### config.mk
export PLATFORM = sky130hd
export DESIGN_NAME = dac_dly
export DESIGN_NICKNAME = d
export VERILOG_FILES = /design/src/hdl/dac_dly.sv
export SDC_FILE = /design/constraint.sdc
export NUM_CORES = 1
export LEC_CHECK = 0
export ABC_CLOCK_PERIOD_IN_PS = 800
export BUFFER_PORTS_ARGS = -buffer_cell sky130_fd_sc_hd__buf_4
export CELL_PAD_IN_SITES_DETAIL_PLACEMENT = 1
export CELL_PAD_IN_SITES_GLOBAL_PLACEMENT = 1
export CORE_MARGIN = 10
export CORE_UTILIZATION = 41
export CTS_BUF_LIST = sky130_fd_sc_hd__clkbuf_16
export CTS_CLUSTER_SIZE = 8
export DETAILED_ROUTE_END_ITERATION = 8
export GPL_TIMING_DRIVEN = 0
export PLACE_DENSITY_LB_ADDON = 0.1
export REMOVE_ABC_BUFFERS = 1
export SLEW_MARGIN = 40
export SYNTH_ARGS = -nofsm -noshare
export SYNTH_HDL_FRONTEND = slang
export SYNTH_SLANG_ARGS = --single-unit
### constraint.sdc
create_clock -name i_clk -period 0.8 [get_ports i_clk]
set_clock_uncertainty 0.1 [all_clocks]
set_input_delay 0.04 -clock i_clk [delete_from_list [all_inputs] [get_ports i_clk]]
set_output_delay 0.04 -clock i_clk [all_outputs]
set_load 0.01 [all_outputs]
### src/hdl/dac_dly.sv
// enabled delay line for side-band data
// no dependencies
`default_nettype none

module dac_dly #(
    parameter int W = 8,
    parameter int N = 4
) (
    input  wire logic         i_clk,
    input  wire logic         i_en,
    input  wire logic [W-1:0] i_d,
    output logic      [W-1:0] o_d
);

    logic [W-1:0] r_sr [N];

    always_ff @(posedge i_clk) begin
        if (i_en) begin
            r_sr[0] <= i_d;
            for (int k = 1; k < N; k++) begin
                r_sr[k] <= r_sr[k-1];
            end
        end
    end

    assign o_d = r_sr[N-1];

endmodule

`default_nettype wire

==> key figures <==
Die
  – Die W: approximately 68 um
  – Initial Utilization: about 43%
  – Site Rows: 17
  – Core Area: 2210 um^2
  – Die height: 68.4 um
  – I/O pins: 18
  – Die area: 4680 um^2

Critical path
  – Worst R2R End: r_sr[3][6]
  – Critical R2R Launch: r_sr[2][6]
  – Crit-path leading delay family: flip-flops
  – CP Capture Type: output pin
  – WS Path Type: reg -> out
  – CP Max Fanout: 1
  – CP max-delay cell: edfxtp_1
  – Startpoint type of the worst setup path: flop
  – Worst stage delay on the critical path: about 0.38 ns
  – Worst Reg-to-Reg Cells: 0
  – Reg2reg setup slack: roughly 0.07 ns
  – CP Buf/Inv Count: 1
  – Required time worst endpoint: 0.66 ns
  – Crit-path cells: buf_6
  – Arrival @ worst endpoint: 0.79 ns

Routing
  – Drt first pass iters: 4
  – Drt wl/cell: about 14 um
  – Post-Route WL: approximately 1.3 mm
  – Routed vias: 404
  – Iteration-0 DRC Markers: 7
  – Antenna Nets Post-Route: 0
  – Via/cell ratio: between 4 and 5
  – Drc violations: 0

Hold path
  – Worst hold path depth: 2
  – HP Class: in -> reg
  – Hold path endpoint: r_sr[0][7]
  – Hold Startpoint: i_d[7]

Synthesis
  – Cell area after synthesis: between 900 and 1000 um^2
  – Avg Synthesized Cell Area: roughly 30 um^2
  – Warnings from Yosys: 0
  – Post-synth top area cell: edfxtp_1
  – Seq cells post-synth: 32
  – Synthesized instance count: 32
  – Largest cells by area after synthesis: edfxtp_1
  – Top-area cell type share of the netlist area: 100%
  – Synth cell types: 1
  – Sequential area share after synthesis: 100%

Place
  – IO buf count: 17
  – Gpl congestion: about 0.6
  – Placement Setup Slack: -0.0375 ns
  – Inst Count DP: 77
  – Placed cell areas: around 1100 um^2

Power and ir drop
  – Leak Pwr: approximately 0.53 nW
  – Total power: approximately 3.9 mW
  – Max IR drop VDD: 2340 uV
  – Pwr per Cell Area: about 2800 nW/um^2

Timing
  – Final Critical Period: between 0.9 and 1 ns
  – Relative max-transition margin: between 70 and 80%
  – Final TNS setup: -0.954 ns
  – Slew Viols, Final: 0
  – Post-route clock period utilization: 116%
  – Worst Slack Setup Final: -0.127 ns
  – Max Fclk: about 1100 MHz
  – Hold Vio Cnt, Final: 0
  – Worst Max-Slew Pin Slew: 0.385 ns
  – RSZ-0062 raised after global routing: yes
  – Final setup fails: 8

Layout
  – Area of the multi-input gates: 0 um^2
  – Largest register FFs: 32
  – Number of diodes: 0
  – Count of multi-input gates: 0
  – Largest registers: r_sr x32
  – Final Instance Area: 1380 um^2
  – Non-Filler Instances: 93
  – Layout Nets: between 70 and 80
  – Layout cells sized above 1: around a third
  – Area Growth Syn to Fin: 43.1%
  – Largest Register: r_sr

Global routing
  – Vias in the first global route: approximately 460
  – Largest net degree at the start of global routing: 33
  – Initial antenna violation count: 0
  – First-pass GRT wire length: 2.06 mm
  – Grt ovf: 0
  – GRT Total Usage: 6.60%

Clock tree
  – CTS tree: yes
  – TritonCTS buffer count: 5
  – Max H-tree Level: 2
  – Clock transition at path regs: roughly 0.05 ns
  – Root buf cell: clkbuf_16
  – Clk sinks: 32
  – Postcts setup bufs: 0
  – Clk_lat worst skew: roughly 0.27 ns
  – Clock buffer depth: 2

Status
  – Failing checks: negative setup slack
  – Status: finished, violations left

Flow run
  – Max-cap viol count: 0
[per-stage QoR]
stage	hold slack [ns]	util (%)
finish	0.0389	62.2
CTS	0.119	61.8
floorplan	0.0389	-
global placement	0.118	50.8
detailed placement	0.119	50.8
global route	0.0631	62.2
[cell usage after synthesis]
master	instances
edfxtp_1	32
[power by group]
| part | total [mW] | switching (mW) | internal (mW) |
|---|---|---|---|
| Clock | 1.69 | 0.577 | 1.11 |
| Sequential | 2.01 | 0.0307 | 1.98 |
| Combinational | 0.154 | 0.0602 | 0.0937 |
[layer usage]
metal / up-vias / global-route usage, % / wire [um]
met4: 0 / 7.54 / 55
met2: 23 / 10.4 / 580
met1: 183 / 4.99 / 498
li1: 193 / - / -
met3: 5 / 4.24 / 183
met5: - / 0 / 0
[kinds of logic (layout without fill, tap and decap cells)]
| group | count (synthesis) | count (layout) | synth area share, % |
|---|---|---|---|
| buffers and inverters | 0 | 33 | 0 |
| DFF | 32 | 32 | 100 |
[worst max-delay path by stage]
stage,from,to,slack (ns),cells past startpoint
floorplan,r_sr[0][0],r_sr[1][0],0.11,0
global placement,i_en,r_sr[3][2],0.008,1
detailed placement,i_en,r_sr[3][4],-0.04,1
CTS,r_sr[3][6],o_d[6],-0.15,1
global route,r_sr[3][6],o_d[6],-0.16,1
finish,r_sr[3][6],o_d[6],-0.13,1
[cell type report]
cell class	count	area, um^2
clock inverter	3	11.3
clock buffer	5	125
timing repair buffer	25	243
sequential	32	961
fill	183	837
tap	28	35.0
[placed cells by master, fill, tap and decap left out]
cell type	count
buf_4	9
buf_6	8
clkbuf_16	5
clkinv_1	1
dlygate4sd3_1	6
dlymetal6s4s_1	2
edfxtp_1	32
inv_1	2
[what timing repair did]
| action | in CTS | in global routing |
|---|---|---|
| endpoints found under the hold margin | 8 | 0 |
| setup endpoints to repair | 8 | 10 |
| hold buffers | 8 | 0 |
| gates resized for setup | 7 | 3 |
| gates cloned | 0 | 0 |
No activity file was read; power rests on OpenSTA's default activity.
