===== config.mk =====
export PLATFORM = sky130hd
export DESIGN_NAME = dac_mul
export DESIGN_NICKNAME = d
export VERILOG_FILES = /design/src/hdl/dac_mul.sv
export SDC_FILE = /design/constraint.sdc
export NUM_CORES = 2
export LEC_CHECK = 0
export BUFFER_PORTS_ARGS = -buffer_cell sky130_fd_sc_hd__clkbuf_2
export CAP_MARGIN = 10
export CORE_ASPECT_RATIO = 1.4
export CORE_MARGIN = 2
export CORE_UTILIZATION = 55
export DETAILED_ROUTE_END_ITERATION = 6
export PLACE_DENSITY = 0.74
export REMOVE_ABC_BUFFERS = 1
export SYNTH_ARGS = -nofsm -noshare
export SYNTH_HDL_FRONTEND = slang
export SYNTH_SLANG_ARGS = --single-unit

===== constraint.sdc =====
create_clock -name i_clk -period 8 [get_ports i_clk]
set_input_delay 1.6 -clock i_clk [delete_from_list [all_inputs] [get_ports i_clk]]
set_output_delay 1.6 -clock i_clk [all_outputs]
set_load 0.01 [all_outputs]

===== src/hdl/dac_mul.sv =====
// pipelined signed multiplier, one digit of b per stage
// no dependencies
`default_nettype none

module dac_mul #(
    parameter int AW  = 49,
    parameter int BW  = 24,
    parameter int STG = 4
) (
    input  wire logic                 i_clk,
    input  wire logic                 i_en,
    input  wire logic signed [AW-1:0] i_a,
    input  wire logic signed [BW-1:0] i_b,
    output logic signed [AW+BW-1:0]   o_p
);

    localparam int PW = AW + BW;
    localparam int DW = (BW + STG - 1) / STG;
    localparam int BP = STG * DW;

    logic signed [PW-1:0] r_acc [STG];
    logic signed [AW-1:0] r_a   [STG-1];
    logic signed [BP-1:0] r_b   [STG-1];
    logic signed [BP-1:0] b_ext;

    assign b_ext = BP'(i_b);

    for (genvar k = 0; k < STG; k++) begin : g_stg
        logic signed [AW-1:0] a_in;
        logic signed [BP-1:0] b_in;
        logic signed [PW-1:0] acc_in;
        logic signed [DW:0]   dig;
        logic signed [PW-1:0] part;

        if (k == 0) begin : g_first
            assign a_in   = i_a;
            assign b_in   = b_ext;
            assign acc_in = '0;
        end else begin : g_next
            assign a_in   = r_a[k-1];
            assign b_in   = r_b[k-1];
            assign acc_in = r_acc[k-1];
        end

        // top digit carries the sign, the rest are unsigned
        if (k == STG - 1) begin : g_top
            assign dig = {b_in[BP-1], b_in[k*DW +: DW]};
        end else begin : g_low
            assign dig = {1'b0, b_in[k*DW +: DW]};
        end

        assign part = PW'(a_in) * PW'(dig);

        always_ff @(posedge i_clk) begin
            if (i_en) begin
                r_acc[k] <= acc_in + (part <<< (k * DW));
            end
        end

        if (k < STG - 1) begin : g_fwd
            always_ff @(posedge i_clk) begin
                if (i_en) begin
                    r_a[k] <= a_in;
                    r_b[k] <= b_in;
                end
            end
        end
    end

    assign o_p = r_acc[STG-1];

endmodule

`default_nettype wire


==> flow_metrics.tcl <==
set metrics [dict create \
    via_count 47100 \
    boundaryPins 148 \
    start_util 0.553 \
    viasPerCell 5.64 \
    drive_gt1_frac 0.0968 \
    rows 147 \
    antenna_found_initial 0 \
    drt_iter0_markers 2653 \
    grt_pass1_wl_microns 248000 \
    slew_headroom 0.448 \
    rsz0062_at_grt "true" \
    core_area_sq_um 114000 \
    crit_path_max_incr_delay_ps 520 \
    grt_max_degree 137 \
    nets 8315 \
    drt_wl_total_microns 150000 \
    setup_violations 0 \
    cp.arrival_ps 8210 \
    slowest_stage "fa_1" \
    async_flop_share 0 \
    die_x_microns 290 \
    cts_tree "yes" \
    worst_slew_pin_slew_ps 827 \
    reg2reg_to "r_acc[2][65]$_DFFE_PP_" \
    hold_depth 0 \
    max_freq_mhz 128 \
    drc 0 \
    yosysTopAreaCell "fa_1" \
    worstHoldStart "r_b[0][47]$_DFFE_PP_" \
    timing.rr.start "r_b[0][37]$_DFFE_PP_" \
    holdBufCountCts 0 \
    synth_warnings 0 \
    rrSetupSlack_ps 180 \
    ys_seq_elements 458 \
    track_usage 0.258 \
    whs_endpoint "r_b[0][71]$_DFFE_PP_" \
    ant_nets 0 \
    drv_cap 0 \
    timing.final.hold_violations 0 \
    cts.sinks 458 \
    overflow 0 \
    netlist_area_sq_um 63100 \
    clk_latency_ps 670 \
    hold_ws_ps 408 \
    crit_path_start_kind "flop" \
    skew_ps 35.4 \
    avgSynthCellArea_sq_um 9.63 \
    cts_made_buffers 53 \
    crit_type "reg2reg" \
    die_area_sq_um 118000 \
    diodes 0 \
    ys.flop_type "edfxtp_1" \
    root_buffer "clkbuf_16" \
    crit_top_cell "fa_1" \
    final_cell_mix "fa_1 (795), inv_1 (784), and2_1 (778)" \
    drv_slew 0 \
    hold_path_class "reg2reg" \
    synth_cells 6554 \
    first_pass_iters 6 \
    syn2layout_area_growth_pct 10.4 \
    min_period_ps 7820 \
    htreeDepth 2 \
    ys_types 79 \
    end_kind "flop" \
    synth_edf_count 458 \
    routedWlPerCell_microns 18.0 \
    grt_pass1_vias 50000 \
    hpwl_microns 124000 \
    period_share 0.977 \
    portBuffers 147 \
    synth_area_leaders "fa_1 (25%), edfxtp_1 (22%), ha_1 (12%)" \
    synth_top_cell_area_share 0.253 \
    clk_pin_slew_ps 60 \
    cp_data_required_time_ps 8400 \
    fp.dieH_microns 405 \
    status "finished, final reports clean" \
    critical_path.max_fanout 35 \
    fillCellCount 9620 \
    place_congestion 0.938 \
    cts_buffer_depth 3 \
    reg2regPathDepth 29 \
    synth.yosys.seq_area_share 0.218 \
    mostFrequentLayoutCell "fa_1" \
]
-- metal layers --
layer,GRT usage,part of all wire,vias to the layer above,wire [microns]
li1,-,-,22500,-
met5,0,0,-,0
met1,0.313,0.42,23400,62400
met2,0.484,0.52,965,78100
met3,0.0186,0.032,286,4740
met4,0.0865,0.034,0,5070
-- final cells by class --
cell class	count	area, sq um	area share
tap	1490	1860	0.0268
multi-input combinational	5060	45900	0.659
timing repair buffer	463	3340	0.0479
inverter	790	2970	0.0426
clock inverter	38	503	0.00722
clock buffer	59	1350	0.0194
sequential	458	13800	0.197
-- cells by family after synthesis --
logic type,share of synthesized area
AOI/OAI and AO/OA,0.129
DFF,0.218
muxes,0.000159
buffers and inverters,0.0616
and+or+nand+nor,0.164
xor gates and xnor gates,0.0527
adders and majority gates,0.375
-- how the worst max path moves through the flow --
stage / slack (ps) / cells after the start / startpoint / to
after detailed placement: -340 / 34 / r_b[0][8]$_DFFE_PP_ / r_acc[1][71]$_DFFE_PP_
after floorplan: 1 / 32 / r_b[0][7]$_DFFE_PP_ / r_acc[1][61]$_DFFE_PP_
after global placement: -340 / 33 / r_b[0][7]$_DFFE_PP_ / r_acc[1][61]$_DFFE_PP_
after CTS: 10 / 36 / r_b[0][7]$_DFFE_PP_ / r_acc[1][62]$_DFFE_PP_
final: 180 / 29 / r_b[0][37]$_DFFE_PP_ / r_acc[2][65]$_DFFE_PP_
after global routing: -80 / 29 / r_b[0][66]$_DFFE_PP_ / r_acc[3][71]$_DFFE_PP_
-- metrics by stage --
step	setup TNS (ps)	std cells	instance area, sq um	setup slack [ps]	util
after floorplan	0	6308	62200	1.12	-
after global placement	-2870	8249	67300	-339	0.589
after detailed placement	-2820	8249	67300	-343	0.589
after CTS	0	8346	69300	11.9	0.606
after global routing	-324	8358	69700	-79.5	0.610
final	0	8358	69700	183	0.610
-- state kept, by name (all words and copies together), names as in the netlist --
name	flops
r_acc	275
r_a	147
r_b	36
-- what timing repair did --
item,in CTS,in global routing
buffers inserted,0,12
cloned,0,0
gates resized for setup,16,92
endpoints found under the setup margin,17,40
pin swaps,4,55
-- synthesized netlist by cell type (all sizes together), types with 13 or more instances --
library cell  count
o31ai            20
clkbuf          241
xnor2           252
nor2            222
fa              798
o21bai           76
o21a             45
edfxtp          458
o22ai            15
a21oi           415
nand2b           55
o21ai           234
a211oi           47
a211o            13
a31oi            48
inv             789
and2            780
nand2           585
o211ai           26
nor3             39
nor2b            43
ha              616
and3             38
a21o            221
nand4            81
nand3            90
xor2            128
-- critical path, delay by kind of cell (launching register included) --
kind                     cells  cell delay (ps)
XOR/XNOR                     2              360
AND/OR/NAND/NOR              5              880
flip-flops                   1              410
AO/OA/AOI/OAI               11             2550
adder cells (fa/ha/maj)      6             2690
buffers and inverters        5              610
Power is not shown: default switching activity piles up to over one toggle a cycle in this logic, so the estimate is an artifact.
